--- src/design/two_button_timed_debouncer_core_assert.svh ---
// Assertion macros shared by the debouncer modules.
// Each macro expects clk and rst_n in the scope where it is used.
`ifndef TWO_BUTTON_TIMED_DEBOUNCER_CORE_ASSERT_SVH
`define TWO_BUTTON_TIMED_DEBOUNCER_CORE_ASSERT_SVH

// Same-cycle implication, checked outside reset.
`define TBD_ASSERT_NOW(label, ante, cons, msg) \
  label: assert property (@(posedge clk) disable iff (!rst_n) (ante) |-> (cons)) \
    else $error(msg);

// Next-cycle implication, checked outside reset.
`define TBD_ASSERT_NEXT(label, ante, cons, msg) \
  label: assert property (@(posedge clk) disable iff (!rst_n) (ante) |=> (cons)) \
    else $error(msg);

`endif

--- src/design/tbd_pkg.sv ---
`default_nettype none

package tbd_pkg;

  localparam int unsigned TIME_W  = 32;
  localparam int unsigned DELAY_W = 16;

  localparam logic [DELAY_W-1:0] DELAY_RESET = 16'd20;

  // Per-button debounce mode
  typedef enum logic [2:0] {
    MODE_IDLE       = 3'd0,
    MODE_PRESS_DEB  = 3'd1,
    MODE_PRESS_CONF = 3'd2,
    MODE_HELD       = 3'd3,
    MODE_REL_DEB    = 3'd4,
    MODE_REL_CONF   = 3'd5
  } mode_t;

  // Events found by one lane on the current item
  typedef struct packed {
    logic press;
    logic release_ev;
  } lane_evt_t;

  // One result item
  typedef struct packed {
    logic [TIME_W-1:0] time_ms;
    logic              release_b;
    logic              press_b;
    logic              release_a;
    logic              press_a;
  } result_t;

endpackage

`default_nettype wire

--- src/design/tbd_lane.sv ---
`default_nettype none
`include "two_button_timed_debouncer_core_assert.svh"

module tbd_lane (
  input  wire logic                         clk,
  input  wire logic                         rst_n,
  input  wire logic                         step_i,
  input  wire logic                         down_i,
  input  wire logic [tbd_pkg::TIME_W-1:0]   time_i,
  input  wire logic [tbd_pkg::DELAY_W-1:0]  delay_i,
  output tbd_pkg::lane_evt_t                evt_o
);
  import tbd_pkg::*;

  mode_t             mode_r, mode_nxt;
  logic [TIME_W-1:0] since_r, since_nxt;
  logic [TIME_W-1:0] elapsed;
  logic              settled;

  // Elapsed time wraps modulo 2^32
  assign elapsed = time_i - since_r;
  assign settled = elapsed >= {{(TIME_W-DELAY_W){1'b0}}, delay_i};

  // Hold mode and last-transition time; advance only on an accepted item
  always_ff @(posedge clk) begin
    if (!rst_n) begin
      mode_r  <= MODE_IDLE;
      since_r <= '0;
    end else if (step_i) begin
      mode_r  <= mode_nxt;
      since_r <= since_nxt;
    end
  end

  // Next mode, timestamp and events
  always_comb begin
    mode_nxt         = mode_r;
    since_nxt        = since_r;
    evt_o.press      = 1'b0;
    evt_o.release_ev = 1'b0;
    unique case (mode_r)
      MODE_PRESS_DEB: begin
        if (!down_i) begin
          mode_nxt  = MODE_IDLE;
          since_nxt = time_i;
        end else if (settled) begin
          mode_nxt    = MODE_PRESS_CONF;
          evt_o.press = 1'b1;
        end
      end
      MODE_PRESS_CONF, MODE_HELD: begin
        if (down_i) begin
          mode_nxt = MODE_HELD;
        end else begin
          mode_nxt  = MODE_REL_DEB;
          since_nxt = time_i;
        end
      end
      MODE_REL_DEB: begin
        if (down_i) begin
          mode_nxt  = MODE_PRESS_DEB;
          since_nxt = time_i;
        end else if (settled) begin
          mode_nxt         = MODE_REL_CONF;
          since_nxt        = time_i;
          evt_o.release_ev = 1'b1;
        end
      end
      MODE_REL_CONF: begin
        mode_nxt = down_i ? MODE_PRESS_DEB : MODE_IDLE;
      end
      default: begin
        // Idle, and any code that cannot be reached
        since_nxt = time_i;
        mode_nxt  = down_i ? MODE_PRESS_DEB : MODE_IDLE;
      end
    endcase
  end

  `TBD_ASSERT_NOW(a_one_event, 1'b1, !(evt_o.press && evt_o.release_ev), "press and release together")
  `TBD_ASSERT_NEXT(a_press_conf, step_i && evt_o.press, mode_r == MODE_PRESS_CONF, "press not confirmed")
  `TBD_ASSERT_NEXT(a_rel_stamp, step_i && evt_o.release_ev, since_r == $past(time_i), "release time not kept")

endmodule

`default_nettype wire

--- src/design/tbd_merge.sv ---
`default_nettype none
`include "two_button_timed_debouncer_core_assert.svh"

module tbd_merge (
  input  wire logic                        clk,
  input  wire logic                        rst_n,
  input  wire logic                        in_valid_i,
  output logic                             in_ready_o,
  input  wire tbd_pkg::lane_evt_t          evt_a_i,
  input  wire tbd_pkg::lane_evt_t          evt_b_i,
  input  wire logic [tbd_pkg::TIME_W-1:0]  time_i,
  output logic                             out_valid_o,
  input  wire logic                        out_ready_i,
  output tbd_pkg::result_t                 out_res_o
);
  import tbd_pkg::*;

  result_t res_in;
  result_t out_res_r, skid_res_r;
  logic    out_valid_r, skid_valid_r;
  logic    accept;
  logic    out_free;

  // Combine lane events with the sample time
  always_comb begin
    res_in.press_a   = evt_a_i.press;
    res_in.release_a = evt_a_i.release_ev;
    res_in.press_b   = evt_b_i.press;
    res_in.release_b = evt_b_i.release_ev;
    res_in.time_ms   = time_i;
  end

  assign in_ready_o  = !skid_valid_r;
  assign accept      = in_valid_i && in_ready_o;
  assign out_free    = !out_valid_r || out_ready_i;
  assign out_valid_o = out_valid_r;
  assign out_res_o   = out_res_r;

  // Output register backed by one skid entry
  always_ff @(posedge clk) begin
    if (!rst_n) begin
      out_valid_r  <= 1'b0;
      skid_valid_r <= 1'b0;
    end else if (out_free) begin
      if (skid_valid_r) begin
        out_valid_r  <= 1'b1;
        skid_valid_r <= 1'b0;
      end else begin
        out_valid_r <= accept;
      end
    end else if (accept) begin
      skid_valid_r <= 1'b1;
    end
  end

  // Payload moves without reset
  always_ff @(posedge clk) begin
    if (out_free) begin
      out_res_r <= skid_valid_r ? skid_res_r : res_in;
    end
    if (!out_free && accept) begin
      skid_res_r <= res_in;
    end
  end

  `TBD_ASSERT_NOW(a_skid_order, skid_valid_r, out_valid_r, "skid entry without output entry")
  `TBD_ASSERT_NEXT(a_no_drop, accept && out_valid_r && !out_ready_i, skid_valid_r && (skid_res_r == $past(res_in)), "stalled item lost")

endmodule

`default_nettype wire

--- src/design/two_button_timed_debouncer_core.sv ---
`default_nettype none
// Channel | Direction | Handshake              | Payload
// in      | input     | in_tvalid / in_tready   | in_tdata: raw_a, raw_b, event_time_ms
// out     | output    | out_tvalid / out_tready | out_tdata: press/release A, B, result_time_ms
// cfg     | input     | cfg_valid / cfg_ready   | cfg_data: debounce_delay_ms
//
// One item per clock while in_tready is high: each button lane does one wrapped subtract and compare per item.
// An accepted item's result is registered in the output register, or in the skid entry while the output stalls.
// An output stall is absorbed by a one-entry skid; in_tready drops only when it fills.
// Reset (rst_n low, synchronous) puts both buttons in idle, clears stored times,
// and sets the debounce delay to 20 ms. cfg_ready is always high.

module two_button_timed_debouncer_core (
  input  wire logic        clk,
  input  wire logic        rst_n,
  // [0] raw_a, [1] raw_b, [33:2] event_time_ms, [39:34] zero
  input  wire logic [39:0] in_tdata,
  input  wire logic        in_tvalid,
  output logic             in_tready,
  // [0] press_a, [1] release_a, [2] press_b, [3] release_b, [35:4] result_time_ms,
  // [39:36] zero
  output logic      [39:0] out_tdata,
  output logic             out_tvalid,
  input  wire logic        out_tready,
  input  wire logic [15:0] cfg_data,
  input  wire logic        cfg_valid,
  output logic             cfg_ready
);
  import tbd_pkg::*;

  logic [DELAY_W-1:0] delay_r;
  logic               step;
  logic [TIME_W-1:0]  sample_time;
  lane_evt_t          evt_a, evt_b;
  result_t            res;

  assign cfg_ready   = 1'b1;
  assign sample_time = in_tdata[TIME_W+1:2];
  assign step        = in_tvalid && in_tready;

  // Hold the debounce delay
  always_ff @(posedge clk) begin
    if (!rst_n) begin
      delay_r <= DELAY_RESET;
    end else if (cfg_valid && cfg_ready) begin
      delay_r <= cfg_data;
    end
  end

  // One lane per button
  tbd_lane u_lane_a (
    .clk     (clk),
    .rst_n   (rst_n),
    .step_i  (step),
    .down_i  (in_tdata[0]),
    .time_i  (sample_time),
    .delay_i (delay_r),
    .evt_o   (evt_a)
  );

  tbd_lane u_lane_b (
    .clk     (clk),
    .rst_n   (rst_n),
    .step_i  (step),
    .down_i  (in_tdata[1]),
    .time_i  (sample_time),
    .delay_i (delay_r),
    .evt_o   (evt_b)
  );

  // Merge lane events into one result item
  tbd_merge u_merge (
    .clk         (clk),
    .rst_n       (rst_n),
    .in_valid_i  (in_tvalid),
    .in_ready_o  (in_tready),
    .evt_a_i     (evt_a),
    .evt_b_i     (evt_b),
    .time_i      (sample_time),
    .out_valid_o (out_tvalid),
    .out_ready_i (out_tready),
    .out_res_o   (res)
  );

  assign out_tdata = {4'b0000, res.time_ms, res.release_b, res.press_b,
                      res.release_a, res.press_a};

endmodule

`default_nettype wire

--- config.mk ---
export PLATFORM = sky130hd
export DESIGN_NAME = two_button_timed_debouncer_core
export DESIGN_NICKNAME = d
export VERILOG_FILES = /design/src/design/tbd_pkg.sv /design/src/design/tbd_lane.sv /design/src/design/tbd_merge.sv /design/src/design/two_button_timed_debouncer_core.sv
export VERILOG_INCLUDE_DIRS = /design/src /design/src/design
export SDC_FILE = /design/constraint.sdc
export NUM_CORES = 1
export LEC_CHECK = 0
export BUFFER_PORTS_ARGS = -buffer_cell sky130_fd_sc_hd__clkbuf_2
export CORE_MARGIN = 10
export CORE_UTILIZATION = 55
export DETAILED_ROUTE_END_ITERATION = 10
export PLACE_DENSITY = 0.82
export SLEW_MARGIN = 20
export SYNTH_ARGS = -nofsm -noshare
export SYNTH_HDL_FRONTEND = slang
export SYNTH_SLANG_ARGS = --single-unit
--- constraint.sdc ---
create_clock -name clk -period 5.8 [get_ports clk]
set_input_delay 1.45 -clock clk [delete_from_list [all_inputs] [get_ports clk]]
set_output_delay 1.45 -clock clk [all_outputs]
set_load 0.03 [all_outputs]
==> flow_summary_export.csv <==
group,metric,value,unit
status,status,"completed",
clock_tree,clock-sinks,160,
finish,area_growth,18.01,%
sta,fin_crit,5.655,ns
clock_tree,root_buffer,"clkbuf_16",
place,gp_congestion,1.013,
floorplanning,core,18890,um2
sta,final_hold_viol_count,0,
finish,final_util,66.70,%
detailed_routing,wirelength,27.39,mm
floorplanning,die_area,25390,um2
detailed_routing,dr.first_iter.drc_count,757,
clock_tree,cts_buffer_depth,2,
floorplanning,fp.dieH,159.3,um
detailed_routing,dr.max_layer_used,"met4",
synthesis,ys_ff_latch,160,
pwr,irDropWorstVdd,0.2297,mV
sta,setup_violations,0,
pwr,p_per_area,279.6,nW/um2
global_route,grt_pass1_wl,44.22,mm
floorplanning,die_w,159.3,um
synthesis,postSynthAreaPerCell,9.127,um2
synthesis,yosysWarnings,0,
synthesis,syn-cell-area,10680,um2
detailed_routing,drc,0,
synthesis,synthCells,1170,
worst_hold_path,holdPathStages,2,
critical_path,r2r-start,"u_lane_a.since_r[1]",
clock_tree,cts_made_buffers,17,
sta,slew-limit-headroom,35.13,%
clock_tree,clk_pin_slew,0.07,ns
detailed_routing,viasPerCell,5.807,
clock_tree,cts_tree,"done",
synthesis,synth_edf_count,72,
clock_tree,h-tree-depth,4,
synthesis,seq_area_frac_synth,36.74,%
worst_hold_path,hold_path.startpoint,"u_lane_b.since_r[22]",
critical_path,max_stage_delay,0.49,ns
finish,nets,1473,
synthesis,synthFlopType,"dfxtp_1",
global_route,grt-ovfl-total,0,
global_route,grt_pass1_vias,9123,
place,portBuffers,92,
detailed_routing,wire_per_inst,17.23,um
sta,max_freq,0.1768,GHz
floorplanning,rows,50,
critical_path,cp_num_buf_inv,4,
sta,fin_crit_sh,97.50,%
sta,tightestPinTransition,0.9731,ns
critical_path,startpoint_type,"primary input",
critical_path,crit_arrival,5.84,ns
run,cap_violations,0,
detailed_routing,met1_length,11.81,mm
worst_hold_path,hold_path.class,"reg -> reg",
detailed_routing,drt-pass1-iter-count,5,
global_route,grt_max_degree,54,
clock_tree,clock_latency,0.43,ns
global_route,antenna_found_initial,0,
critical_path,r2r_slack,0.87,ns
critical_path,r2r_cells,21,
place,hpwl,20.22,mm
floorplanning,io_pins,104,
detailed_routing,postRouteAntennaNets,0,
finish,most-common-layout-cells,"nand2_1 (166), ha_1 (93), inv_1 (91), clkbuf_2 (91), dfxtp_1 (87)",
critical_path,regToRegEndpoint,"u_merge.out_res_o[0]",
sta,setup_tns,0,ns
detailed_routing,wl_met2,13.08,mm
detailed_routing,wl_met3,1.839,mm
global_route,grtUsageTotal,20.73,%
floorplanning,initial_core_util,56.52,%
critical_path,cpLargestDelayFamily,"simple AND/OR/NAND/NOR gates",
synthesis,synth_cell_types,78,
pwr,p_total,3.523,mW
finish,layout.cells.most_common,"nand2_1",
critical_path,crit_fanout,4,
detailed_routing,num_vias,9228,
critical_path,crit_path_cell_trace,"clkbuf_2 > inv_1 > ha_4 > fa_2 > nor2b_2 > o211ai_1 > a21oi_2 > buf_4 > o21a_1 > nor2_1 > xnor2_1 > ha_1 > a21oi_1 > nor2b_1 > o21ai_1 > o21ai_0 > nor3_1 > buf_4 > o21ai_1 > nor4b_2 > nand4_1 > or4_4 > and4_1 > mux2_2",
pwr,leakagePower,5.314,nW
sta,skew,0.008137,ns
finish,antenna_cells,0,
critical_path,critPathRequiredTime,5.99,ns
critical_path,crit_type,"in -> reg",
critical_path,end_kind,"register",
sta,slew_violations,0,
critical_path,slowest_stage,"or4_4",
finish,drive_above_1_share,20.84,%
worst_hold_path,hold_end,"u_lane_b.since_r[22]",
synthesis,async_reset_ff_share,0,%
## per-stage QoR
step	cell area [um2]	std cells	setup slack, ns	hold WS [ns]
after floorplan	10690	1173	0.3935	0.4347
after global placement	11820	1551	-0.3271	0.4422
after detailed placement	11850	1552	-0.4980	0.4497
after CTS	12480	1585	0.0006022	0.4581
after global routing	12600	1589	-0.08057	0.4759
final	12600	1589	0.1451	0.4562
## repair_timing
action | in CTS | in global routing
buffers inserted | 1 | 3
gates cloned | 0 | 1
pin swaps | 4 | 8
gates resized for setup | 2 | 17
endpoints found under the setup margin | 10 | 40
hold endpoints to repair | 0 | 0
hold buffers | 0 | 0
## cell usage after synthesis, types with 4 or more instances
master	n	share of area [%]
nand2_1	166	5.8
ha_1	94	11
inv_1	91	3.2
dfxtp_1	88	16
mux2i_1	80	7.5
a21oi_1	78	3.7
edfxtp_1	72	20
nor2_1	66	2.3
o21ai_0	60	2.8
mux2_2	33	3.5
xnor2_1	32	2.6
clkbuf_1	22	0.77
nand4_1	20	1.2
a21o_1	16	1.1
buf_4	16	1.1
xor2_1	16	1.3
o21a_1	15	1.1
nand3_1	13	0.61
nor2b_1	13	0.76
a211oi_1	12	0.84
nand2b_1	12	0.70
nor3_1	12	0.56
buf_2	9	0.42
o211ai_1	9	0.63
a31oi_1	8	0.47
and2_1	6	0.35
and3_1	6	0.35
o2111ai_1	6	0.49
o211a_1	6	0.56
o22ai_1	6	0.35
or2_2	5	0.29
a211o_1	4	0.33
and4_1	4	0.33
buf_6	4	0.42
nor4_1	4	0.23
o21ai_1	4	0.19
o21bai_1	4	0.28
## worst max-delay path by stage
stage | from | cells past startpoint | to | slack, ns
after floorplan | in_tdata[3] | 19 | u_lane_b.mode_r[1] | 0.39
after global placement | in_tdata[2] | 24 | u_merge.out_res_o[0] | -0.33
after detailed placement | in_tdata[2] | 24 | u_merge.out_res_o[0] | -0.50
after CTS | in_tdata[2] | 24 | u_merge.out_res_o[0] | 0.0006
after global routing | in_tdata[2] | 22 | u_lane_b.mode_r[1] | -0.08
final | in_tdata[2] | 24 | u_merge.out_res_o[0] | 0.15
## area by class of cell
type                       instances  area (um2)
clock buffer                      17       425.4
clock inverter                    15       193.9
fill                            1492        6291
inverter                          92       345.3
multi-input combinational        868        6210
sequential                       160        3925
tap                              260       325.3
timing repair buffer             177        1177
## tightest hold or removal path, stage by stage (launching register included)
cell     delay, ns
dfxtp_1       0.31
nand2_1       0.05
mux2i_1       0.05
## flip-flops by register name, indices dropped and copies added (netlist names)
name and cells:
u_merge.out_res_o 36, u_merge.skid_res_r 36, u_lane_a.since_r 32, u_lane_b.since_r 32, delay_r 16, u_lane_a.mode_r 3
u_lane_b.mode_r 3, u_merge.out_valid_o 1, u_merge.skid_valid_r 1
## layer usage
metal	GRT usage (%)	vias to the layer above
li1	-	4469
met1	26.38	4379
met2	34.56	324
met3	4.209	56
met4	6.445	0
met5	0	-
## cells by family (layout without fill, tap and decap cells)
logic type,Yosys count,in the layout,synth area share (%)
AND/OR/NAND/NOR,349,349,15.43
AO/OA/AOI/OAI,256,256,15.22
flip-flops,160,160,36.74
buffers and inverters,145,301,6.081
multiplexers,113,113,10.98
adder cells (fa/ha/maj),96,96,11.39
XOR/XNOR,49,49,4.089
other,2,5,0.07032
## power by group
part           leakage [nW]  total (mW)  switching (mW)  internal (mW)
Sequential             1.43        1.28          0.0346           1.25
Clock                 0.298        1.17           0.458          0.717
Combinational          3.59        1.06           0.614          0.450
Note: power is estimated with default switching activity, not from simulation.
